### src/rtl/cll_pkg.sv
`timescale 1ns / 1ps

package cll_pkg;

  typedef enum logic [2:0] {
    KIND_CHAR  = 3'd0,
    KIND_TEND  = 3'd1,
    KIND_COMMA = 3'd2,
    KIND_EOL   = 3'd3,
    KIND_ERR   = 3'd4,
    KIND_EOI   = 3'd5
  } kind_e;

  typedef enum logic [5:0] {
    MODE_IDLE    = 6'b000001,
    MODE_BARE    = 6'b000010,
    MODE_QUOTED  = 6'b000100,
    MODE_QESC    = 6'b001000,
    MODE_QCLOSED = 6'b010000,
    MODE_DISCARD = 6'b100000
  } mode_e;

  localparam logic [7:0] CH_QUOTE = 8'h22;
  localparam logic [7:0] CH_COMMA = 8'h2C;
  localparam logic [7:0] CH_BSLASH = 8'h5C;
  localparam logic [7:0] CH_USCORE = 8'h5F;
  localparam logic [7:0] CH_DASH = 8'h2D;
  localparam logic [7:0] CH_NL = 8'h0A;

  typedef struct packed {
    logic [7:0] ch;
    logic       end_of_input;
  } in_item_t;

  typedef struct packed {
    kind_e      kind;
    logic [7:0] value;
    logic       last;
  } out_item_t;

  // one classified input: up to two results
  typedef struct packed {
    logic      two;
    out_item_t r0;
    out_item_t r1;
  } entry_t;

endpackage

### src/rtl/cll_front.sv
`timescale 1ns / 1ps

module cll_front (
  input  logic              clk_i,
  input  logic              rst_ni,
  input  logic              push,
  output logic              full,
  input  cll_pkg::in_item_t in_item_i,
  output logic              wr_en_o,
  output cll_pkg::entry_t   wr_entry_o,
  input  logic              q_full_i
);

  cll_pkg::mode_e mode_q, mode_d;
  logic           acc;
  logic [1:0]     cnt;
  cll_pkg::kind_e k0, k1;
  logic [7:0]     v0, v1;
  logic [7:0]     c;

  function automatic logic is_blank(input logic [7:0] x);
    return x == 8'h20 || x == 8'h09 || x == 8'h0B || x == 8'h0C || x == 8'h0D;
  endfunction

  function automatic logic is_word(input logic [7:0] x);
    return (x >= 8'h61 && x <= 8'h7A) || (x >= 8'h41 && x <= 8'h5A) ||
           (x >= 8'h30 && x <= 8'h39) || x == cll_pkg::CH_USCORE ||
           x == cll_pkg::CH_DASH;
  endfunction

  assign full = q_full_i;
  assign acc  = push && !q_full_i;
  assign c    = in_item_i.ch;

  always_comb begin
    mode_d = mode_q;
    cnt    = 2'd0;
    k0     = cll_pkg::KIND_CHAR;
    k1     = cll_pkg::KIND_CHAR;
    v0     = 8'd0;
    v1     = 8'd0;
    if (in_item_i.end_of_input) begin
      mode_d = cll_pkg::MODE_IDLE;
      if (mode_q == cll_pkg::MODE_BARE || mode_q == cll_pkg::MODE_QCLOSED) begin
        cnt = 2'd2; k0 = cll_pkg::KIND_TEND; k1 = cll_pkg::KIND_EOI;
      end else if (mode_q == cll_pkg::MODE_QUOTED || mode_q == cll_pkg::MODE_QESC) begin
        cnt = 2'd2; k0 = cll_pkg::KIND_ERR; k1 = cll_pkg::KIND_EOI;
      end else begin
        cnt = 2'd1; k0 = cll_pkg::KIND_EOI;
      end
    end else begin
      unique case (mode_q)
        cll_pkg::MODE_BARE, cll_pkg::MODE_QCLOSED: begin
          if (c == cll_pkg::CH_COMMA || c == cll_pkg::CH_NL) begin
            cnt = 2'd2; k0 = cll_pkg::KIND_TEND;
            k1 = (c == cll_pkg::CH_COMMA) ? cll_pkg::KIND_COMMA : cll_pkg::KIND_EOL;
            mode_d = cll_pkg::MODE_IDLE;
          end else if (is_blank(c)) begin
            cnt = 2'd1; k0 = cll_pkg::KIND_TEND;
            mode_d = cll_pkg::MODE_IDLE;
          end else if (mode_q == cll_pkg::MODE_BARE && is_word(c)) begin
            cnt = 2'd1; k0 = cll_pkg::KIND_CHAR; v0 = c;
          end else begin
            cnt = 2'd1; k0 = cll_pkg::KIND_ERR;
            mode_d = cll_pkg::MODE_DISCARD;
          end
        end
        cll_pkg::MODE_QUOTED: begin
          if (c == cll_pkg::CH_BSLASH) begin
            mode_d = cll_pkg::MODE_QESC;
          end else if (c == cll_pkg::CH_QUOTE) begin
            mode_d = cll_pkg::MODE_QCLOSED;
          end else if (c == cll_pkg::CH_NL) begin
            cnt = 2'd1; k0 = cll_pkg::KIND_ERR;
            mode_d = cll_pkg::MODE_IDLE;
          end else begin
            cnt = 2'd1; k0 = cll_pkg::KIND_CHAR; v0 = c;
          end
        end
        cll_pkg::MODE_QESC: begin
          if (c == cll_pkg::CH_QUOTE) begin
            cnt = 2'd1; k0 = cll_pkg::KIND_CHAR; v0 = c;
            mode_d = cll_pkg::MODE_QUOTED;
          end else if (c == cll_pkg::CH_NL) begin
            cnt = 2'd1; k0 = cll_pkg::KIND_ERR;
            mode_d = cll_pkg::MODE_IDLE;
          end else if (c == cll_pkg::CH_BSLASH) begin
            cnt = 2'd1; k0 = cll_pkg::KIND_CHAR; v0 = cll_pkg::CH_BSLASH;
            mode_d = cll_pkg::MODE_QESC;
          end else begin
            // escaped non-quote: literal backslash, then the byte itself
            cnt = 2'd2; k0 = cll_pkg::KIND_CHAR; v0 = cll_pkg::CH_BSLASH;
            k1 = cll_pkg::KIND_CHAR; v1 = c;
            mode_d = cll_pkg::MODE_QUOTED;
          end
        end
        cll_pkg::MODE_DISCARD: begin
          if (c == cll_pkg::CH_NL) mode_d = cll_pkg::MODE_IDLE;
        end
        default: begin
          mode_d = cll_pkg::MODE_IDLE;
          if (c == cll_pkg::CH_NL) begin
            cnt = 2'd1; k0 = cll_pkg::KIND_EOL;
          end else if (is_blank(c)) begin
            cnt = 2'd0;
          end else if (c == cll_pkg::CH_QUOTE) begin
            mode_d = cll_pkg::MODE_QUOTED;
          end else if (c == cll_pkg::CH_COMMA) begin
            cnt = 2'd1; k0 = cll_pkg::KIND_COMMA;
          end else if (is_word(c)) begin
            cnt = 2'd1; k0 = cll_pkg::KIND_CHAR; v0 = c;
            mode_d = cll_pkg::MODE_BARE;
          end else begin
            cnt = 2'd1; k0 = cll_pkg::KIND_ERR;
            mode_d = cll_pkg::MODE_DISCARD;
          end
        end
      endcase
    end
  end

  assign wr_en_o          = acc && (cnt != 2'd0);
  assign wr_entry_o.two   = cnt[1];
  assign wr_entry_o.r0    = '{kind: k0, value: v0, last: !cnt[1]};
  assign wr_entry_o.r1    = '{kind: k1, value: v1, last: 1'b1};

  always_ff @(posedge clk_i or negedge rst_ni) begin
    if (!rst_ni) begin
      mode_q <= cll_pkg::MODE_IDLE;
    end else if (acc) begin
      mode_q <= mode_d;
    end
  end

endmodule

### src/rtl/cll_fifo.sv
`timescale 1ns / 1ps

module cll_fifo #(
  parameter int Depth = 4
) (
  input  logic            clk_i,
  input  logic            rst_ni,
  input  logic            wr_en_i,
  input  cll_pkg::entry_t wr_entry_i,
  output logic            full_o,
  input  logic            rd_en_i,
  output cll_pkg::entry_t rd_entry_o,
  output logic            empty_o
);

  localparam int AW = (Depth > 1) ? $clog2(Depth) : 1;
  localparam int CW = $clog2(Depth + 1);
  localparam logic [AW-1:0] LastPtr = AW'(Depth - 1);
  localparam logic [CW-1:0] FullCnt = CW'(Depth);

  cll_pkg::entry_t mem_q [Depth];
  logic [AW-1:0]   wp_q, rp_q;
  logic [CW-1:0]   cnt_q;
  logic            do_wr, do_rd;

  assign full_o     = cnt_q == FullCnt;
  assign empty_o    = cnt_q == '0;
  assign do_wr      = wr_en_i && !full_o;
  assign do_rd      = rd_en_i && !empty_o;
  assign rd_entry_o = mem_q[rp_q];

  always_ff @(posedge clk_i) begin
    if (do_wr) mem_q[wp_q] <= wr_entry_i;
  end

  always_ff @(posedge clk_i or negedge rst_ni) begin
    if (!rst_ni) begin
      wp_q  <= '0;
      rp_q  <= '0;
      cnt_q <= '0;
    end else begin
      if (do_wr) wp_q <= (wp_q == LastPtr) ? '0 : wp_q + AW'(1);
      if (do_rd) rp_q <= (rp_q == LastPtr) ? '0 : rp_q + AW'(1);
      if (do_wr && !do_rd) cnt_q <= cnt_q + CW'(1);
      else if (do_rd && !do_wr) cnt_q <= cnt_q - CW'(1);
    end
  end

endmodule

### src/rtl/cll_back.sv
`timescale 1ns / 1ps

module cll_back (
  input  logic               clk_i,
  input  logic               rst_ni,
  input  cll_pkg::entry_t    rd_entry_i,
  input  logic               q_empty_i,
  output logic               rd_en_o,
  output logic               empty,
  input  logic               pop,
  output cll_pkg::out_item_t out_item_o
);

  logic               valid_q;
  logic               sel_q, sel_d;
  cll_pkg::out_item_t data_q;
  logic               load;

  assign load    = !q_empty_i && (!valid_q || pop);
  assign rd_en_o = load && (!rd_entry_i.two || sel_q);
  assign sel_d   = load ? (rd_entry_i.two && !sel_q) : sel_q;

  assign empty      = !valid_q;
  assign out_item_o = data_q;

  always_ff @(posedge clk_i) begin
    if (load) data_q <= sel_q ? rd_entry_i.r1 : rd_entry_i.r0;
  end

  always_ff @(posedge clk_i or negedge rst_ni) begin
    if (!rst_ni) begin
      valid_q <= 1'b0;
      sel_q   <= 1'b0;
    end else begin
      sel_q <= sel_d;
      if (load) valid_q <= 1'b1;
      else if (pop) valid_q <= 1'b0;
    end
  end

endmodule

### src/rtl/command_line_lexer.sv
`timescale 1ns / 1ps

// Streaming command line lexer, one character per item.
// Input channel: in_item_i carries ch and end_of_input; an item is taken
// on a clock edge with push high and full low.
// Result channel: out_item_o carries kind, value and last; it is valid while
// empty is low and is taken on an edge with pop high.
// Each item yields zero, one or two results; last marks the final one.
// The front end classifies an item in its accept cycle and writes its
// results as one entry into a QueueDepth-entry queue; the back end moves
// them into the output register, one per cycle while it is empty or popped.
// Each result passes through the queue and then the output register.
// Throughput: one item per cycle on the input while full is low, one result
// per cycle on the output while pop is high; two results leave in turn.
// When pop stays low the queue fills and full rises; nothing is lost.
// Reset puts the lexer in idle mode and empties queue and output register.

module command_line_lexer #(
  parameter int QueueDepth = 4
) (
  input  logic               clk_i,
  input  logic               rst_ni,
  input  logic               push,
  output logic               full,
  input  cll_pkg::in_item_t  in_item_i,
  output logic               empty,
  input  logic               pop,
  output cll_pkg::out_item_t out_item_o
);

  logic            wr_en, rd_en, q_full, q_empty;
  cll_pkg::entry_t wr_entry, rd_entry;

  cll_front u_front (
    .clk_i      (clk_i),
    .rst_ni     (rst_ni),
    .push       (push),
    .full       (full),
    .in_item_i  (in_item_i),
    .wr_en_o    (wr_en),
    .wr_entry_o (wr_entry),
    .q_full_i   (q_full)
  );

  cll_fifo #(
    .Depth (QueueDepth)
  ) u_fifo (
    .clk_i      (clk_i),
    .rst_ni     (rst_ni),
    .wr_en_i    (wr_en),
    .wr_entry_i (wr_entry),
    .full_o     (q_full),
    .rd_en_i    (rd_en),
    .rd_entry_o (rd_entry),
    .empty_o    (q_empty)
  );

  cll_back u_back (
    .clk_i      (clk_i),
    .rst_ni     (rst_ni),
    .rd_entry_i (rd_entry),
    .q_empty_i  (q_empty),
    .rd_en_o    (rd_en),
    .empty      (empty),
    .pop        (pop),
    .out_item_o (out_item_o)
  );

endmodule

### config.mk
export PLATFORM = sky130hd
export DESIGN_NAME = command_line_lexer
export DESIGN_NICKNAME = d
export VERILOG_FILES = /design/src/rtl/cll_pkg.sv /design/src/rtl/cll_front.sv /design/src/rtl/cll_fifo.sv /design/src/rtl/cll_back.sv /design/src/rtl/command_line_lexer.sv
export SDC_FILE = /design/constraint.sdc
export NUM_CORES = 1
export LEC_CHECK = 0
export BUFFER_PORTS_ARGS = -buffer_cell sky130_fd_sc_hd__clkbuf_2
export CORE_UTILIZATION = 35
export CTS_CLUSTER_SIZE = 30
export DETAILED_ROUTE_END_ITERATION = 10
export GPL_TIMING_DRIVEN = 0
export HOLD_SLACK_MARGIN = 0.03
export PLACE_DENSITY = 0.52
export RECOVER_POWER = 25
export SETUP_SLACK_MARGIN = 0.5
export SYNTH_ARGS = -nofsm -noshare
export SYNTH_HDL_FRONTEND = slang
export SYNTH_HIERARCHICAL = 1
export SYNTH_SLANG_ARGS = --single-unit
### constraint.sdc
create_clock -name clk_i -period 4.22 [get_ports clk_i]
set_input_delay 1.055 -clock clk_i [delete_from_list [all_inputs] [get_ports clk_i]]
set_output_delay 1.055 -clock clk_i [all_outputs]
set_load 0.1 [all_outputs]
==> impl_metrics.yaml <==
run_status:
  status: "finished, violations left"
  violations: "max-capacitance violations, max-slew violations"
worst_setup_path:
  critical_path.top_delay_family: "simple AND/OR/NAND/NOR gates"
  timing.critical_path.slowest_cell_delay_ps: 690
  r2r.worst_path.cells: 8
  worst-endpoint-required_ps: 4520
  timing.critical_path.arrival_ps: 4060
  setup.worst_path.class: "in2reg"
  crit_fanout: 10
  crit_slowest_cell: "sky130_fd_sc_hd__nor4_1"
  setup.worst_path.start_class: "primary input"
  rr_startpoint: "u_fifo/cnt_q[0]"
  cp-end-kind: "flop"
  rr_endpoint: "u_fifo/cnt_q[1]"
  critPathBufInv: 3
  crit_path_cell_trace: "clkbuf_1 > buf_6 > nor4_1 > nor4b_4 > o2111a_1 > a21oi_1 > nor2b_4 > ha_1 > inv_1 > fa_1 > mux2_2"
  internal_reg_to_reg_setup_slack_ps: 930
timing:
  worst_slew_pin_slew_ps: 1559
  setup_repair_after_global_routing_missed_its_margin: "false"
  max_slew_margin: -0.03915
  setup_tns_ps: 0
  timing.final.max_slew_violations: 15
  final_period_minus_worst_setup_slack_ps: 3766
  final_hold_viol_count: 0
  finalWorstSetupSlack_ps: 453.9
  timing.final.setup_violations: 0
  finalCritPeriodShare: 0.8924
  fmaxAchievable_ghz: 0.2655
  worst_skew_ps: 5.308
route:
  met3_length_um: 398
  route.detailed.wl_per_inst_um: 18.91
  route.vias.total: 3326
  detailedRoute.firstIterationViolations: 174
  wl_mm: 12.35
  top_layer: "met4"
  drt.antenna.violating_nets: 0
  detail_route.vias_per_cell: 5.093
  met2_wirelength_mm: 6.262
  drc_errors: 0
  detail_route.first_pass.iterations: 5
  routedLengthMet1_mm: 5.383
synthesis:
  synthesis.area_sq_um: 5936
  number_of_synthesized_flops_with_an_enable_pin: 112
  synth-seq-cells: 127
  number_of_different_library_cells_in_the_post_synthesis_netlist: 72
  netlist_instances: 375
  synth_most_common_cell: "sky130_fd_sc_hd__edfxtp_1"
  yosys_top_cell_area_share: 0.5666
  synth.area.top_cells: "sky130_fd_sc_hd__edfxtp_1 (57%), sky130_fd_sc_hd__mux4_2 (9.5%), sky130_fd_sc_hd__dfrtp_1 (5.9%)"
  synth_fp_nets: 395
  asyncSetResetFlopFracSynth: 0.1181
  synth_sequential_area_ratio: 0.6301
  post_synth.cell_area_avg_sq_um: 15.83
  ys_warn_count: 6
  ys_top_cells_by_count: "sky130_fd_sc_hd__edfxtp_1 (112), sky130_fd_sc_hd__mux4_2 (25), sky130_fd_sc_hd__nand2_1 (24), sky130_fd_sc_hd__nor2_1 (18)"
  dominantRegCellSynth: "sky130_fd_sc_hd__edfxtp_1"
  netlist.top_cell.by_area: "sky130_fd_sc_hd__edfxtp_1"
clock_network:
  cts_tree: "yes"
  cts_setup_buffers: 0
  cts_inserted_buffers: 17
  worst_skew_pair.late_latency_ps: 410
  postCtsResizedCells: 0
  cts_sinks: 127
  clk_transition_reported_paths_ps: 50
  htree_levels: 4
  cts-hold-fix-buffers: 0
  clock_path_buffers: 2
  buffer_type_at_the_clock_tree_root: "sky130_fd_sc_hd__clkbuf_16"
global_route:
  globalRouteTotalUtil: 0.1545
  via_count_of_the_first_global_routing_pass: 3595
  globalRouteOverflowTotal: 0
  grt_pass1_wl_mm: 19.73
  number_of_antenna_violations_at_the_first_check_in_global_routing: 0
  maximum_number_of_pins_on_one_net_before_global_route_repair: 26
pwr:
  design_power_total_mw: 5.017
  vdd.ir_drop.worst_mv: 0.2788
  p_per_area_nw_per_um2: 730.3
  static-leakage-power_nw: 2.354
hold_path:
  hold_path_end: "u_fifo/cnt_q[2]"
  holdCritStartpoint: "u_fifo/cnt_q[2]"
  holdCritPathClass: "reg2reg"
  hold_depth: 1
placed_design:
  placed_cells: 621
  place.gp.congestion: 0.8705
  place.detailed.hpwl_mm: 8.134
  detailedPlace.worstSlack_ps: 302.5
  numPortBuffers: 26
cells_and_area:
  num-nets-final: 440
  non_filler_instance_count_after_layout: 653
  seqCellArea_sq_um: 3740
  layout-drive-gt1-share: 0.2633
  fillers: 1535
  area_growth_from_synthesis_to_layout_pct: 15.75
  num_antenna_cells: 0
  multi_input_comb_area_sq_um: 1991
floorplan:
  die_width_um: 132.2
  die_height_um: 132.2
  boundaryPins: 27
  design.die.area_sq_um: 17480
  initial_utilization: 0.3579
  fp.coreArea_sq_um: 16580
  standard_cell_rows: 47
run:
  cap_violations: 1
-- cells in the final DEF, fill, tap and decap left out, types with 3 or more instances in the layout --
cell type and count:
sky130_fd_sc_hd__mux2_2 13, sky130_fd_sc_hd__clkbuf_1 22, sky130_fd_sc_hd__nand2b_1 5, sky130_fd_sc_hd__nand2_1 24, sky130_fd_sc_hd__xor2_1 4, sky130_fd_sc_hd__a31oi_1 3, sky130_fd_sc_hd__edfxtp_1 112, sky130_fd_sc_hd__o22ai_1 3
sky130_fd_sc_hd__mux2_4 3, sky130_fd_sc_hd__inv_1 13, sky130_fd_sc_hd__clkinv_1 3, sky130_fd_sc_hd__buf_6 6, sky130_fd_sc_hd__and2_2 3, sky130_fd_sc_hd__clkinv_2 6, sky130_fd_sc_hd__and2_1 7, sky130_fd_sc_hd__dfrtp_1 14
sky130_fd_sc_hd__nand4b_1 5, sky130_fd_sc_hd__clkbuf_16 17, sky130_fd_sc_hd__nor2_1 17, sky130_fd_sc_hd__ha_1 6, sky130_fd_sc_hd__mux4_2 25, sky130_fd_sc_hd__nand3_1 4, sky130_fd_sc_hd__buf_2 5, sky130_fd_sc_hd__a21oi_1 8
sky130_fd_sc_hd__nor2b_1 4, sky130_fd_sc_hd__clkbuf_2 12, sky130_fd_sc_hd__nor3_1 9, sky130_fd_sc_hd__o21ai_0 14
-- metrics by stage --
stage	utilization	hold slack, ps	instance area [sq um]
after floorplan	-	501.3	5936
after global placement	0.3824	521.4	6341
after detailed placement	0.3831	533.6	6352
after CTS	0.4165	544.4	6907
after global routing	0.4143	549.7	6870
final	0.4143	530.1	6870
-- where the power goes --
group	total, mW	internal, mW	leakage, nW	switching (mW)
clock	1.36	0.854	0.272	0.507
sequential	1.87	1.75	1.22	0.118
combinational	1.78	0.622	0.862	1.16
total	5.02	3.23	2.35	1.79
-- worst max-delay path by stage --
stage | cells past startpoint | from | to
2_1_floorplan | 7 | in_item_i[6] | u_fifo/mem_q[3][0]
3_3_place_gp | 8 | in_item_i[6] | u_fifo/mem_q[3][0]
3_5_place_dp | 11 | in_item_i[5] | u_fifo/cnt_q[1]
4_1_cts | 11 | in_item_i[5] | u_fifo/cnt_q[1]
5_1_grt | 12 | in_item_i[5] | u_fifo/cnt_q[1]
6_report | 11 | in_item_i[5] | u_fifo/cnt_q[1]
-- kinds of logic after synthesis --
| family | share of synthesized area |
|---|---|
| other | 0.0006318 |
| AOI/OAI and AO/OA | 0.08137 |
| muxes | 0.1326 |
| DFF | 0.6301 |
| xor gates and xnor gates | 0.008853 |
| adders and majority gates | 0.01602 |
| buffers and inverters | 0.03394 |
| and+or+nand+nor | 0.09654 |
-- layout make-up --
class,count,share of cell area
Sequential cell,127,0.5443
Clock inverter,14,0.01821
Timing Repair Buffer,26,0.01639
Buffer,21,0.02167
Multi-Input combinational cell,214,0.2897
Tap cell,220,0.04007
Inverter,13,0.007103
Clock buffer,18,0.06247
-- layer usage --
layer / track usage / up-vias
li1: - / 1557
met1: 0.1859 / 1684
met2: 0.2643 / 63
met3: 0.02999 / 22
met4: 0.07918 / 0
met5: 0 / -
-- registers in the layout, summed over array words and instances, names as in the netlist --
signal,cells
u_fifo/rp_q,2
u_fifo/wp_q,2
u_back/valid_q,1
u_back/out_item_o,12
u_front/mode_q,6
u_back/sel_q,1
u_fifo/mem_q,100
u_fifo/cnt_q,3
Power figures use the tool's default switching activity.
